### config.mk
export PLATFORM = sky130hd
export DESIGN_NAME = ssa_back
export DESIGN_NICKNAME = d
export VERILOG_FILES = /design/src/ssa_pkg.sv /design/src/ssa_back.sv
export SDC_FILE = /design/constraint.sdc
export NUM_CORES = 1
export LEC_CHECK = 0
export BUFFER_PORTS_ARGS = -buffer_cell sky130_fd_sc_hd__buf_2
export CAP_MARGIN = 40
export CORE_MARGIN = 2
export CORE_UTILIZATION = 35
export CTS_BUF_LIST = sky130_fd_sc_hd__clkbuf_2
export DETAILED_ROUTE_END_ITERATION = 10
export PLACE_DENSITY = 0.65
export SKIP_CTS_REPAIR_TIMING = 1
export SYNTH_ARGS = -nofsm -noshare
export SYNTH_HDL_FRONTEND = slang
export SYNTH_SLANG_ARGS = --single-unit
### constraint.sdc
create_clock -name clk -period 5.3 [get_ports clk]
set_clock_uncertainty 0.05 [all_clocks]
set_input_delay 0 -clock clk [delete_from_list [all_inputs] [get_ports clk]]
set_output_delay 0 -clock clk [all_outputs]
set_load 0.03 [all_outputs]
### src/ssa_pkg.sv
// ----------------------------------------------------------------------------
// ssa_pkg
// Types and constants shared by the swap slot stack allocator modules.
// ----------------------------------------------------------------------------
package ssa_pkg;

	localparam int SLOT_W   = 10;
	localparam int SECTOR_W = 13;
	localparam int CNT_W    = 11;

	localparam logic CMD_ALLOC = 1'b0;
	localparam logic CMD_FREE  = 1'b1;

	typedef enum logic [1:0] {
		ST_OK        = 2'd0,
		ST_NO_FREE   = 2'd1,
		ST_NONE_USED = 2'd2,
		ST_RANGE     = 2'd3
	} status_t;

	typedef struct packed {
		logic              command;
		logic [SLOT_W-1:0] slot;
	} cmd_t;

	typedef struct packed {
		logic [SLOT_W-1:0]   slot_number;
		logic [SECTOR_W-1:0] sector;
		logic                last;
		status_t             status;
	} rsp_t;

	// one classified request handed from front to back
	typedef struct packed {
		logic [CNT_W-1:0] slot;
		status_t          status;
	} job_t;

	typedef struct packed {
		logic push;
		job_t job;
	} job_push_t;

endpackage

### src/ssa_back.sv
// ----------------------------------------------------------------------------
// ssa_back
// Sector sequencer: turns each queued request into its run of sector
// results, one per cycle unless stalled, through an output register.
// ----------------------------------------------------------------------------
module ssa_back import ssa_pkg::*; #(
	parameter int SECTORS_PER_SLOT = 8
) (
	input  logic clk,
	input  logic arst_n,
	input  logic q_valid,
	input  job_t q_head,
	output logic q_pop,
	output logic rsp_valid,
	input  logic rsp_stall,
	output rsp_t rsp
);

	localparam int IDX_W  = (SECTORS_PER_SLOT > 1) ? $clog2(SECTORS_PER_SLOT) : 1;
	localparam int SPS_W  = $clog2(SECTORS_PER_SLOT + 1);
	localparam int PROD_W = (CNT_W + SPS_W > SECTOR_W) ? CNT_W + SPS_W : SECTOR_W;

	logic                busy_q;
	logic [SLOT_W-1:0]   slot_q;
	status_t             status_q;
	logic [SECTOR_W-1:0] sector_q;
	logic [IDX_W-1:0]    idx_q;
	logic                rsp_valid_q;
	rsp_t                rsp_q;

	logic                advance;
	logic                last_now;
	logic                load_slot;
	logic [PROD_W-1:0]   base;

	assign advance   = !rsp_valid_q || !rsp_stall;
	assign last_now  = (status_q != ST_OK) || (idx_q == IDX_W'(SECTORS_PER_SLOT - 1));
	assign load_slot = advance && (!busy_q || last_now);
	assign q_pop     = load_slot && q_valid;
	assign base      = PROD_W'(q_head.slot) * PROD_W'(SECTORS_PER_SLOT);

	assign rsp_valid = rsp_valid_q;
	assign rsp       = rsp_q;

	always_ff @(posedge clk) begin
		if (advance && busy_q) begin
			rsp_q.slot_number <= slot_q;
			rsp_q.sector      <= sector_q;
			rsp_q.last        <= last_now;
			rsp_q.status      <= status_q;
		end
		if (q_pop) begin
			slot_q   <= q_head.slot[SLOT_W-1:0];
			status_q <= q_head.status;
			sector_q <= (q_head.status == ST_OK) ? base[SECTOR_W-1:0] : '0;
		end else if (advance && busy_q) begin
			sector_q <= sector_q + SECTOR_W'(1);
		end
	end

	always_ff @(posedge clk or negedge arst_n) begin
		if (!arst_n) begin
			busy_q      <= 1'b0;
			idx_q       <= '0;
			rsp_valid_q <= 1'b0;
		end else begin
			if (advance) begin
				rsp_valid_q <= busy_q;
			end
			if (q_pop) begin
				busy_q <= 1'b1;
				idx_q  <= '0;
			end else if (advance && busy_q) begin
				if (last_now) begin
					busy_q <= 1'b0;
				end else begin
					idx_q <= idx_q + IDX_W'(1);
				end
			end
		end
	end

endmodule

==> flow_summary_export.csv <==
group,metric,value,unit
status,status,"complete, no violations",
timing,slew_violations,0,
power_and_ir_drop,peakVddDrop,135.8,uV
floorplan,io_pins,45,
worst_setup_path,cp_max_fo,17,
timing,finalSetupViolations,0,
grt,overflow,0,
placed_design,post-dp-hpwl,2302,um
grt,grt_pass1_vias,1049,
timing,rsz0062_at_grt,"no",
yosys,syn_area_per_cell,17.34,um^2
final_layout,nets,208,
flow_run,maxCapViolCount,0,
power_and_ir_drop,netSwitchingFraction,0.2936,
placed_design,place.gp.congestion,0.7093,
yosys,synth_top_area_cell,"edfxtp_1",
floorplan,core,5886,um^2
final_layout,drive_gt1_frac,0.3069,
cts,cts_tree,"built",
final_layout,syn_to_final_growth,25.90,%
worst_setup_path,crit_slowest_cell,"nor3b_2",
power_and_ir_drop,power.density,391.2,nW/um^2
cts,ctsRootBufferMaster,"clkbuf_2",
timing,fin_tns_setup,0,ns
power_and_ir_drop,comb_power_share,0.210,
power_and_ir_drop,leakagePower,1.012,nW
cts,htreeDepth,2,
yosys,ys.flop_type,"edfxtp_1",
worst_setup_path,cp_top_family,"simple AND/OR/NAND/NOR gates",
yosys,ys_types,24,
routing,wire_per_inst,12.86,um
power_and_ir_drop,switchingPower,0.3060,mW
worst_setup_path,crit_top_cell,"ha_1",
timing,period_needed,2.710,ns
final_layout,final_util,0.4526,
worst_setup_path,cp.arrival,2.95,ns
final_layout,final_cell_mix,"51 x edfxtp_1, 43 x buf_2, 17 x dlygate4sd3_1",
worst_setup_path,crit_buf_inv,1,
worst_setup_path,criticalPathCategory,"reg2reg",
power_and_ir_drop,pwr-share-clk,0.194,
yosys,synth-seq-cells,56,
floorplan,fp.dieArea,6683,um^2
floorplan,num_rows,28,
routing,drt_iter0_markers,39,
floorplan,dieWidth,81.75,um
yosys,synth_top_area_share,0.7238,
floorplan,die_h,81.75,um
final_layout,n_antenna_cell,0,
timing,slew_headroom,0.4795,
min_path,hp-class,"in2reg",
worst_setup_path,crit_required,5.54,ns
cts,clock_path_buffers,2,
timing,fmax,369.0,MHz
yosys,yosysWarningCount,0,
yosys,seq_area_frac_synth,0.7830,
power_and_ir_drop,p_seq_frac,0.596,
yosys,async_flop_share,0.08929,
grt,grt_max_degree,27,
worst_setup_path,slowest_delay,0.68,ns
routing,via_per_inst,4.557,
yosys,netlist_area,2116,um^2
worst_setup_path,crit_chain,"ha_1 -> ha_1 -> or3_4 -> o211a_1 -> buf_4 -> nor3b_2 -> o2bb2ai_1",
timing,finalHoldViolCount,0,
cts,cts_buffers,5,
yosys,syn-instance-count,122,
grt,antenna_found_initial,0,
power_and_ir_drop,p_int,0.7362,mW
grt,track_usage,0.1025,
floorplan,start_util,0.3595,
routing,wl,3395,um
cts,clkSinkCount,56,
yosys,synth_edf_count,51,
worst_setup_path,cp-end-kind,"register",
yosys,netlist_top_cells_area,"edfxtp_1 72%, dfrtp_1 5.9%, o2bb2ai_1 4.1%, xnor2_1 3.7%, ha_1 1.8%",
placed_design,port_buffers,43,
cts,clk-insertion-delay-late,0.43,ns
timing,tightest_slew,0.7774,ns
grt,grt_first_pass_wirelength,4968,um
worst_setup_path,worstSetupStartpointType,"register",
cts,clkTransAtPathRegs,0.26,ns
timing,min_period_over_period,0.5114,
final_layout,final_common_cell,"edfxtp_1",
routing,drc,0,
routing,dr.pass1.iters,4,
routing,ant_nets,0,
routing,vias,1203,
yosys,syn_nets,142,
==> Yosys cell counts (3+ instances only) <==
cell type   n
nand2_1     7
ha_1        3
dfrtp_1     5
xnor2_1     9
o2bb2ai_1  10
xor2_1      3
edfxtp_1   51
inv_1       3
buf_2       3
nor2_1      6
nand3_1     4
nor3_1      4
==> cells by family after synthesis <==
logic type	after synthesis	synth area share
compound gates	13	0.05263
buf+inv	6	0.01242
fa+ha+maj	3	0.01774
flops	56	0.7830
simple gates	30	0.07511
xor+xnor	12	0.04968
mux	2	0.009462
==> power groups by stage <==
stage | Combinational, mW | Clock (mW) | Sequential (mW)
final | 0.219 | 0.202 | 0.621
after global routing | 0.238 | 0.226 | 0.632
after CTS | 0.211 | 0.206 | 0.623
after detailed placement | 0.210 | 0 | 0.633
after global placement | 0.207 | 0 | 0.631
after floorplan | 0.0848 | 0 | 0.690
==> area by class of cell <==
cell class                 count  area, um^2
inverter                       3       11.26
multi-input combinational     60       436.7
clock inverter                 2       35.03
fill                         540        3222
timing repair buffer          62       400.4
tap                           75       93.84
clock buffer                   6       30.03
sequential                    56        1657
==> state kept, by name, summed over array words and instances (netlist names) <==
register   cells
rsp           26
sector_q      13
slot_q        10
idx_q          3
status_q       2
busy_q         1
rsp_valid      1
==> stage by stage <==
step           power [mW]  cells  setup slack (ns)  cell area [um^2]  hold slack [ns]
2_1_floorplan      0.7752    122             2.586              2116          -0.3456
3_3_place_gp       0.8380    239             2.555              2429          -0.2295
3_5_place_dp       0.8434    239             2.530              2429          -0.2254
4_1_cts             1.040    247             2.503              2494          -0.7131
5_1_grt             1.096    264             2.426              2664           0.2053
6_report            1.042    264             2.590              2664           0.2241
==> metal layers <==
| metal | up-vias | wire [um] | GRT usage |
|---|---|---|---|
| met5 | - | 0 | 0 |
| met4 | 0 | 63 | 0.04500 |
| met3 | 5 | 155 | 0.02967 |
| met2 | 28 | 1670 | 0.1756 |
| met1 | 579 | 1506 | 0.1191 |
| li1 | 591 | - | - |
==> path summary, 6_finish.rpt <==
path / from / to / slack (ns) / cells after the start
setup reg to reg: idx_q[0] / sector_q[9] / 2.59 / 7
setup / recovery: idx_q[0] / sector_q[9] / 2.59 / 7
max in group asynchronous: arst_n / busy_q / 4.57 / 3
min in group asynchronous: arst_n / idx_q[2] / 0.43 / 3
hold reg to reg: slot_q[1] / rsp[17] / 0.41 / 0
hold / removal: q_head[11] / slot_q[9] / 0.22 / 2
(Power assumes the default switching activity.)
