--- src/ssa_pkg.sv ---
// ----------------------------------------------------------------------------
// ssa_pkg
// Types and constants shared by the swap slot stack allocator modules.
// ----------------------------------------------------------------------------
package ssa_pkg;

	localparam int SLOT_W   = 10;
	localparam int SECTOR_W = 13;
	localparam int CNT_W    = 11;

	localparam logic CMD_ALLOC = 1'b0;
	localparam logic CMD_FREE  = 1'b1;

	typedef enum logic [1:0] {
		ST_OK        = 2'd0,
		ST_NO_FREE   = 2'd1,
		ST_NONE_USED = 2'd2,
		ST_RANGE     = 2'd3
	} status_t;

	typedef struct packed {
		logic              command;
		logic [SLOT_W-1:0] slot;
	} cmd_t;

	typedef struct packed {
		logic [SLOT_W-1:0]   slot_number;
		logic [SECTOR_W-1:0] sector;
		logic                last;
		status_t             status;
	} rsp_t;

	// one classified request handed from front to back
	typedef struct packed {
		logic [CNT_W-1:0] slot;
		status_t          status;
	} job_t;

	typedef struct packed {
		logic push;
		job_t job;
	} job_push_t;

endpackage

--- src/ssa_queue.sv ---
// ----------------------------------------------------------------------------
// ssa_queue
// Two-entry request queue between the classifying front and the sector
// sequencer.
// ----------------------------------------------------------------------------
module ssa_queue import ssa_pkg::*; (
	input  logic      clk,
	input  logic      arst_n,
	input  job_push_t wr,
	output logic      full,
	output logic      head_valid,
	output job_t      head,
	input  logic      pop
);

	job_t        ent_q [2];
	logic        wr_ptr_q;
	logic        rd_ptr_q;
	logic [1:0]  cnt_q;

	assign full       = (cnt_q == 2'd2);
	assign head_valid = (cnt_q != 2'd0);
	assign head       = ent_q[rd_ptr_q];

	always_ff @(posedge clk) begin
		if (wr.push) begin
			ent_q[wr_ptr_q] <= wr.job;
		end
	end

	always_ff @(posedge clk or negedge arst_n) begin
		if (!arst_n) begin
			wr_ptr_q <= 1'b0;
			rd_ptr_q <= 1'b0;
			cnt_q    <= 2'd0;
		end else begin
			if (wr.push) begin
				wr_ptr_q <= ~wr_ptr_q;
			end
			if (pop) begin
				rd_ptr_q <= ~rd_ptr_q;
			end
			case ({wr.push, pop})
				2'b10:   cnt_q <= cnt_q + 2'd1;
				2'b01:   cnt_q <= cnt_q - 2'd1;
				default: cnt_q <= cnt_q;
			endcase
		end
	end

endmodule

--- config.mk ---
export PLATFORM = sky130hd
export DESIGN_NAME = ssa_queue
export DESIGN_NICKNAME = d
export VERILOG_FILES = /design/src/ssa_pkg.sv /design/src/ssa_queue.sv
export SDC_FILE = /design/constraint.sdc
export NUM_CORES = 1
export LEC_CHECK = 0
export ABC_AREA = 0
export BUFFER_PORTS_ARGS = -buffer_cell sky130_fd_sc_hd__buf_2
export CAP_MARGIN = 25
export CORE_ASPECT_RATIO = 0.8
export CORE_MARGIN = 3
export CORE_UTILIZATION = 49
export DETAILED_ROUTE_END_ITERATION = 10
export PLACE_DENSITY = 0.74
export SLEW_MARGIN = 15
export SYNTH_ARGS = -nofsm -noshare
export SYNTH_HDL_FRONTEND = slang
export SYNTH_SLANG_ARGS = --single-unit
export TNS_END_PERCENT = 50
--- constraint.sdc ---
create_clock -name clk -period 1.8 [get_ports clk]
set_clock_uncertainty 0.2 [all_clocks]
set_input_delay 0.54 -clock clk [delete_from_list [all_inputs] [get_ports clk]]
set_output_delay 0.54 -clock clk [all_outputs]
set_load 0.03 [all_outputs]
==> flow_summary.yaml, run 1 <==
critical_path:
  path_buf_inv: 2
  cp-startpoint: "rd_ptr_q"
  worstSetupEndpointType: "primary output"
  crit_path_top_delay_cell: "dfrtp_1"
  r2r-start: "wr_ptr_q"
  crit_required_ns: 1.06
  crit_type: "reg -> out"
  reg2reg_slack_ns: 0.54
  arrival_ns: 1.35
  cpMostUsedCell: "buf_6"
  path_delay_family: "flip-flops"
  path_cells: "buf_6, mux2_4, buf_6"
  crit_fanout: 6
  cpPeakStageDelay_ns: 0.42
  critPathLaunchType: "flop"
cts:
  clk_latency_ns: 0.31
  cts_tree: "yes"
  clk_pin_slew_ns: 0.09
  clock-sinks: 30
  cts-htree-levels: 2
  cts_buffer_depth: 2
  cts-root-buf: "clkbuf_4"
  numCtsBuffers: 5
routing:
  drt_iter0_drc: 8
  viasPerCell: 4.95
  routedWlPerCell_um: 15.8
  drtAntennaViolNets: 0
  dr.pass1.iters: 3
  drcViolationCount: 0
  wl_mm: 1.98
  num_vias: 619
power:
  ir_worst_vdd_mv: 1.32
  power_density_mw_per_mm2: 1690
  clock_power_share: 0.136
  pwr-share-seq: 0.385
  internal_power_mw: 1.73
  p_leak_nw: 0.664
  p_sw_mw: 0.913
  switching_share: 0.346
  pwr-share-comb: 0.479
synth:
  syn_nets: 74
  synth.area.top_cells: "edfxtp_1, mux2_2, dfrtp_1"
  synth_flop_cell: "edfxtp_1"
  synth_cell_types: 12
  syn_avg_cell_area_um2: 20.1
  synth_top_area_cell: "edfxtp_1"
  seq_area_frac_synth: 0.782
  ys_ff_latch: 30
  synth_top_area_frac: 0.693
  synth.most_common_cell: "edfxtp_1"
  synth_area_mm2: 0.00113
  synth-edff-count: 26
  netlist_top_cells_count: "edfxtp_1, mux2_2, dfrtp_1"
  synth_cells: 56
  synthArstFlopShare: 0.133
  yosys_warnings: 0
job:
  maxCapViolCount: 0
floorplan:
  num_rows: 14
  coreArea_mm2: 0.00203
  initial_core_util: 0.554
  die_x_um: 59.6
  die_y_um: 48.9
  die_area_mm2: 0.00291
  ios: 32
grt:
  gr-usage-met2: 0.265
  gr-total-overflow: 0
  grt_max_degree: 14
  antenna_found_initial: 0
  grt_pass1_vias: 696
  grt_pass1_wl_mm: 3.29
  met3_usage: 0.0608
  track_usage: 0.162
  gr-usage-met1: 0.189
  grt_most_used_layer: "met2"
timing:
  tightestPinTransition_ns: 0.188
  finalHoldViolations: 0
  min_period_over_period: 1.16
  setup_viol: 15
  relSlewSlack: 0.874
  max_freq_mhz: 479
  rsz0062_at_grt: "true"
  fin_hold_ws_ns: 0.215
  period_needed_ns: 2.09
  slew_viol_final: 0
  fin_ws_ns: -0.289
cells_and_area:
  fin_cells: 125
  finalNetCount: 118
  syn2layout_area_growth_pct: 38.7
  drive_above_1_share: 0.564
  fillCellCount: 133
  insertedDiodeCount: 0
  fin_area_mm2: 0.00156
placed_design:
  place_inst: 115
  place_congestion: 0.671
  dp_hpwl_mm: 1.27
  place_area_mm2: 0.00134
  numPortBuffers: 31
status:
  violations: "negative setup slack"
  outcome: "complete, but fails checks"
worst_hold_path:
  hp-class: "in -> reg"
  hp-start: "wr[9]"
registers in the layout (all words and copies together) (netlist names):
name,count
wr_ptr_q,1
ent_q,26
cnt_q,2
rd_ptr_q,1
per-layer routing:
metal | share of wire | vias to the layer above
li1 | - | 297
met1 | 0.41 | 297
met2 | 0.53 | 23
met3 | 0.057 | 2
met4 | 0.0066 | 0
met5 | 0 | -
worst register-to-register path: stages, from the launching register on:
cell and delay (ns):
dfrtp_1 0.41, nor2_1 0.11, buf_4 0.23
final timing paths:
| kind | to | cells after the start |
|---|---|---|
| setup reg to reg | ent_q[0][12] | 2 |
| max in group asynchronous | wr_ptr_q | 2 |
| min in group asynchronous | rd_ptr_q | 2 |
| setup / recovery | head[10] | 3 |
| hold reg to reg | wr_ptr_q | 1 |
| hold / removal | ent_q[0][9] | 1 |
power by group through the flow:
stage               combinational [mW]  clock, mW  sequential (mW)
CTS                               1.27      0.371             1.02
finish                            1.26      0.358             1.02
floorplan                        0.645          0             1.01
detailed placement               0.910          0             1.02
global placement                 0.896          0             1.01
global route                      1.33      0.410             1.03
per-stage QoR:
step                      worst slack (ns)   util  power [mW]  TNS [ns]
after global placement              0.0518  0.658        1.90         0
after CTS                           -0.305  0.768        2.65     -3.93
after detailed placement            0.0385  0.658        1.93         0
after floorplan                     0.0673      -        1.65         0
final                               -0.289  0.768        2.64     -3.77
after global routing                -0.353  0.768        2.78     -4.71
cells by family after synthesis:
logic type               Yosys count  synth area share
flip-flops                        30             0.782
XOR/XNOR                           5            0.0389
adder cells (fa/ha/maj)            1            0.0111
AND/OR/NAND/NOR                    5            0.0245
buffers and inverters              2            0.0133
multiplexers                      13             0.130
cell type report:
| type | instances | area [µm²] | share of cell area |
|---|---|---|---|
| Clock buffer | 6 | 41.3 | 0.0264 |
| Clock inverter | 2 | 8.76 | 0.00561 |
| Inverter | 1 | 3.75 | 0.00240 |
| Multi-Input combinational cell | 24 | 282 | 0.180 |
| Sequential cell | 30 | 881 | 0.564 |
| Tap cell | 24 | 30.0 | 0.0192 |
| Timing Repair Buffer | 38 | 315 | 0.202 |
placed cells by master, fill, tap and decap left out, types with 2 or more instances in the layout:
master / instances
edfxtp_1: 26
mux2_4: 13
buf_2: 16
nor2_1: 2
dfrtp_1: 4
buf_4: 3
xor2_1: 3
xnor2_1: 2
clkbuf_4: 5
buf_6: 18
timing repair:
item	in CTS	in global routing
pin swaps	1	0
setup endpoints to repair	15	15
resized for setup	47	0
buffers inserted	1	0
hold buffers	1	0
endpoints found under the hold margin	4	0
(Power assumes the default switching activity.)
==> run 2, diff against run 1 <==
--- a/config.mk
+++ b/config.mk
@@ -12,6 +12,7 @@
 export CORE_MARGIN = 3
 export CORE_UTILIZATION = 49
 export DETAILED_ROUTE_END_ITERATION = 10
+export MAX_ROUTING_LAYER = met4
 export PLACE_DENSITY = 0.74
 export SLEW_MARGIN = 15
 export SYNTH_ARGS = -nofsm -noshare
==> run 2 against run 1 <==
  * Largest power group unchanged
  * Count of clock-buffer cells in the layout unchanged
  * Combinational power about the same
  * The flow still finishes with violations (negative setup slack)
  * Via count grew 0.48%
  * Critical path type unchanged
  * Final area stayed put
  * Non-clock buffer count is the same
  * Sequential cell count unchanged
  * Clock power about the same
  * Die area is the same
  * Register-to-register slack barely moved
  * Sequential power hardly changed
  * Worst setup slack about the same
  * Hold slack barely moved
==> flow_summary.yaml, run 2 (same netlist as run 1, synthesis figures left out) <==
status:
  outcome: "complete, but fails checks"
  violations: "negative setup slack"
cells_and_area:
  drive_above_1_share: 0.564
  multi_input_area_um2: 282
  finalNetCount: 118
  insertedDiodeCount: 0
  layout_common_cells: "edfxtp_1, buf_6, buf_2"
  fin_area_mm2: 0.00156
  top_register: "ent_q"
  layout_commonest_cell: "edfxtp_1"
  largest_reg_flops: 26
  fillCellCount: 133
  largestRegisters: "ent_q x26, cnt_q x2"
  seq_area_um2: 881
  fin_util: 0.768
  syn2layout_area_growth_pct: 38.7
critical_path:
  arrival_ns: 1.35
  cpMostUsedCell: "buf_6"
  reg2regPathDepth: 2
  reg2reg_slack_ns: 0.54
  path_cells: "buf_6, mux2_4, buf_6"
  crit_path_top_delay_cell: "dfrtp_1"
  crit_type: "reg -> out"
  critPathLaunchType: "flop"
  r2r_end: "ent_q[0][12]"
  r2r-start: "wr_ptr_q"
  crit_fanout: 6
  cpPeakStageDelay_ns: 0.42
  crit_required_ns: 1.06
  worstSetupEndpointType: "primary output"
routing:
  viasPerCell: 4.98
  dr.pass1.iters: 3
  routedWlPerCell_um: 15.8
  dr_wl_met2_mm: 1.04
  wl_met1_um: 818
  drt_iter0_drc: 8
  num_vias: 622
  drcViolationCount: 0
  met3WireLength_um: 107
  drtAntennaViolNets: 0
  wl_mm: 1.98
  top_layer: "met4"
floorplan:
  ios: 32
  die_area_mm2: 0.00291
  num_rows: 14
  initial_core_util: 0.554
  die_y_um: 48.9
  die_x_um: 59.6
  coreArea_mm2: 0.00203
timing:
  fin_ws_ns: -0.289
  slew_viol_final: 0
  finalHoldViolations: 0
  tightestPinTransition_ns: 0.187
  period_needed_ns: 2.09
  relSlewSlack: 0.875
  min_period_over_period: 1.16
  max_freq_mhz: 479
  rsz0062_at_grt: "true"
  setup_viol: 15
power:
  ir_worst_vdd_mv: 1.32
  p_leak_nw: 0.664
  power_density_mw_per_mm2: 1690
cts:
  numCtsBuffers: 5
  clk_pin_slew_ns: 0.09
  cts_buffer_depth: 2
  clk_latency_ns: 0.31
  cts-root-buf: "clkbuf_4"
  cts-htree-levels: 2
  cts_tree: "yes"
  clock-sinks: 30
grt:
  grt_max_degree: 14
  antenna_found_initial: 0
  grt_pass1_vias: 697
  track_usage: 0.167
  gr-total-overflow: 0
  grt_pass1_wl_mm: 3.29
placed_design:
  dp_hpwl_mm: 1.27
  place_area_mm2: 0.00134
  place_congestion: 0.677
  numPortBuffers: 31
worst_hold_path:
  hp-class: "in -> reg"
  hold_depth: 1
  hold_path_end: "ent_q[0][9]"
  hp-start: "wr[9]"
job:
  maxCapViolCount: 0
-- run 2: cell counts in the layout (fill, tap and decap cells not counted) --
Identical to the previous run, type by type.
-- run 2: how the worst max path moves through the flow --
stage / from / to / slack (ns)
6_report: rd_ptr_q / head[10] / -0.29
5_1_grt: rd_ptr_q / head[3] / -0.35
4_1_cts: rd_ptr_q / head[10] / -0.31
3_5_place_dp: rd_ptr_q / head[3] / 0.04
3_3_place_gp: rd_ptr_q / head[3] / 0.05
2_1_floorplan: wr[13] / ent_q[0][0] / 0.07
-- run 2: where the power goes --
part           internal (mW)  switching (mW)
Combinational          0.643           0.622
Sequential             0.936          0.0802
Clock                  0.147           0.212
-- run 2: timing repair --
item,4_1_cts,5_1_grt
gates resized for setup,47,0
setup endpoints to repair,15,15
pin swaps,1,0
gates cloned,0,0
buffers inserted,1,0
hold endpoints to repair,4,0
hold buffers,1,0
-- run 2: layer usage --
| metal | vias up | GRT usage |
|---|---|---|
| li1 | 297 | - |
| met1 | 300 | 0.191 |
| met2 | 23 | 0.265 |
| met3 | 2 | 0.0582 |
| met4 | 0 | 0.0664 |
| met5 | - | - |
-- run 2: worst max-delay path, delay by kind of cell (launching register included) --
family / cells / cell delay (ns)
buf+inv: 2 / 0.31
flops: 1 / 0.42
mux: 1 / 0.31
-- run 2: area by class of cell --
| class | count | area share |
|---|---|---|
| flip-flops and latches | 30 | 0.564 |
| repair buffers | 38 | 0.202 |
| multi-input cells | 24 | 0.180 |
| clock buffers | 6 | 0.0264 |
| well taps | 24 | 0.0192 |
| clock inverters | 2 | 0.00561 |
| inverters | 1 | 0.00240 |
-- run 2: through the flow --
step | cells | hold WS, ns | setup WS (ns) | power [mW] | setup TNS [ns]
6_report | 125 | 0.215 | -0.289 | 2.64 | -3.77
5_1_grt | 125 | 0.185 | -0.353 | 2.78 | -4.71
4_1_cts | 125 | 0.199 | -0.305 | 2.65 | -3.93
3_5_place_dp | 115 | 0.152 | 0.0385 | 1.93 | 0
3_3_place_gp | 115 | 0.150 | 0.0518 | 1.90 | 0
2_1_floorplan | 56 | 0.0444 | 0.0673 | 1.65 | 0
==> run 3, diff against run 2 <==
--- a/config.mk
+++ b/config.mk
@@ -5,12 +5,13 @@
 export SDC_FILE = /design/constraint.sdc
 export NUM_CORES = 1
 export LEC_CHECK = 0
-export ABC_AREA = 0
+export ABC_AREA = 1
 export BUFFER_PORTS_ARGS = -buffer_cell sky130_fd_sc_hd__buf_2
 export CAP_MARGIN = 25
 export CORE_ASPECT_RATIO = 0.8
 export CORE_MARGIN = 3
-export CORE_UTILIZATION = 49
+export CORE_UTILIZATION = 50
+export CTS_BUF_LIST = sky130_fd_sc_hd__clkbuf_8 sky130_fd_sc_hd__clkbuf_16
 export DETAILED_ROUTE_END_ITERATION = 10
 export MAX_ROUTING_LAYER = met4
 export PLACE_DENSITY = 0.74
==> run 3 against run 2 <==
  * The run still ends with negative setup slack left
  * Synthesized area increased by 7.9%
  * Final cell count grew 30%
  * Clock power increased by 49%
  * Worst setup slack improved by 0.15 ns
  * Critical path type unchanged
  * Largest power group unchanged
==> flow_summary.yaml, run 3 <==
routing:
  dr.pass1.iters: 4
  drcViolationCount: 0
  wl_mm: 2.29
  num_vias: 791
  drt_iter0_drc: 14
  viasPerCell: 4.85
  drtAntennaViolNets: 0
  routedWlPerCell_um: 14.0
cts:
  numCtsBuffers: 5
  cts_tree: "yes"
  clk_pin_slew_ns: 0.06
  cts_buffer_depth: 2
  cts-root-buf: "clkbuf_8"
  clock-sinks: 30
  clk_latency_ns: 0.27
  cts-htree-levels: 2
synth:
  synth.area.top_cells: "edfxtp_1, dfrtp_1, inv_1"
  synth_cell_types: 14
  synth-edff-count: 26
  seq_area_frac_synth: 0.725
  syn_nets: 110
  synth_area_mm2: 0.00121
  yosys_warnings: 0
  synthArstFlopShare: 0.133
  netlist_top_cells_count: "edfxtp_1, inv_1, nand2_1"
  synth_flop_cell: "edfxtp_1"
  synth_top_area_frac: 0.643
  synth.most_common_cell: "edfxtp_1"
  ys_ff_latch: 30
  synth_top_area_cell: "edfxtp_1"
  syn_avg_cell_area_um2: 13.2
  synth_cells: 92
power:
  pwr-share-comb: 0.480
  power_density_mw_per_mm2: 1780
  pwr-share-seq: 0.342
  total_power_mw: 3.00
  p_sw_mw: 1.15
  ir_worst_vdd_mv: 1.07
  switching_share: 0.383
  p_leak_nw: 0.764
  clock_power_share: 0.178
  internal_power_mw: 1.85
critical_path:
  worstSetupEndpointType: "primary output"
  crit_fanout: 6
  reg2reg_slack_ns: 0.55
  r2r_end: "ent_q[0][12]"
  cp-startpoint: "rd_ptr_q"
  arrival_ns: 1.20
  crit_type: "reg -> out"
  critPathLaunchType: "flop"
  crit_required_ns: 1.06
  r2r-start: "wr_ptr_q"
  reg2regPathDepth: 2
placed_design:
  numPortBuffers: 31
  pre_cts_slack_ns: 0.113
  place_inst: 152
  dp_hpwl_mm: 1.53
  place_congestion: 0.679
floorplan:
  num_rows: 15
  die_x_um: 61.1
  die_area_mm2: 0.00306
  coreArea_mm2: 0.00223
  ios: 32
  die_y_um: 50.1
  initial_core_util: 0.544
cells_and_area:
  layout_common_cells: "edfxtp_1, inv_1, buf_2"
  drive_above_1_share: 0.464
  fin_cells: 163
  largestRegisters: "ent_q x26, cnt_q x2"
  top_register: "ent_q"
  syn2layout_area_growth_pct: 39.1
  fillCellCount: 141
  insertedDiodeCount: 0
  largest_reg_flops: 26
  finalNetCount: 155
  layout_commonest_cell: "edfxtp_1"
job:
  maxCapViolCount: 0
grt:
  track_usage: 0.181
  grt_pass1_vias: 791
  antenna_found_initial: 0
  grt_pass1_wl_mm: 3.66
  grt_max_degree: 10
  gr-total-overflow: 0
worst_hold_path:
  hp-class: "in -> reg"
  hp-start: "wr[12]"
  hold_depth: 1
  hold_path_end: "ent_q[1][12]"
timing:
  tightestPinTransition_ns: 0.178
  setup_viol: 13
  min_period_over_period: 1.08
  max_freq_mhz: 515
  fin_ws_ns: -0.143
  period_needed_ns: 1.94
  rsz0062_at_grt: "true"
  slew_viol_final: 0
  finalHoldViolations: 0
  relSlewSlack: 0.881
status:
  violations: "negative setup slack"
  outcome: "complete, but fails checks"
run 3: worst max-delay path by stage:
stage	end	slack, ns	depth (start not counted)
3_5_place_dp	head[11]	0.11	3
2_1_floorplan	head[0]	-0.13	2
3_3_place_gp	head[11]	0.13	3
5_1_grt	head[10]	-0.18	3
6_report	head[9]	-0.14	3
4_1_cts	head[8]	-0.12	4
run 3: repair_timing:
action,CTS,global route
gates resized for setup,46,8
setup endpoints to repair,13,13
buffers inserted,0,0
pin swaps,12,1
endpoints found under the hold margin,4,0
cloned,2,0
hold buffers,1,0
run 3: layout make-up:
class,count,area [µm²],area share
Sequential cell,30,882,0.522
Timing Repair Buffer,41,337,0.199
Multi-Input combinational cell,40,278,0.164
Clock buffer,6,82.6,0.0489
Inverter,19,71.3,0.0422
Tap cell,25,31.3,0.0185
Clock inverter,2,8.76,0.00518
run 3: cells by family after synthesis:
| group | synth area share |
|---|---|
| AOI/OAI and AO/OA | 0.0752 |
| buffers and inverters | 0.0937 |
| DFF | 0.725 |
| xor gates and xnor gates | 0.0216 |
| and+or+nand+nor | 0.0742 |
| adders and majority gates | 0.0103 |
run 3: worst max-delay path: stages, from the launching register on:
cell	delay (ns)
dfrtp_2	0.47
buf_8	0.17
o21ai_4	0.14
buf_6	0.15
run 3: power by group through the flow:
stage	combinational [mW]	sequential, mW	clock (mW)
3_5_place_dp	1.06	1.02	0
5_1_grt	1.54	1.04	0.586
4_1_cts	1.39	1.02	0.544
3_3_place_gp	1.03	1.01	0
6_report	1.44	1.03	0.534
2_1_floorplan	0.809	0.997	0
run 3: metrics by stage:
step	area, µm²	TNS [ns]	hold slack [ns]	utilization
2_1_floorplan	1210	-0.755	0.0444	-
3_3_place_gp	1410	0	0.151	0.632
3_5_place_dp	1410	0	0.156	0.632
4_1_cts	1660	-1.33	0.246	0.742
5_1_grt	1690	-2.25	0.238	0.757
6_report	1690	-1.53	0.253	0.757
run 3: routing by layer:
layer / track usage / part of all wire / vias to the layer above
met4: 0.0866 / 0.019 / 0
met5: - / 0 / -
met2: 0.301 / 0.55 / 20
li1: - / - / 393
met1: 0.185 / 0.38 / 373
met3: 0.0654 / 0.048 / 5
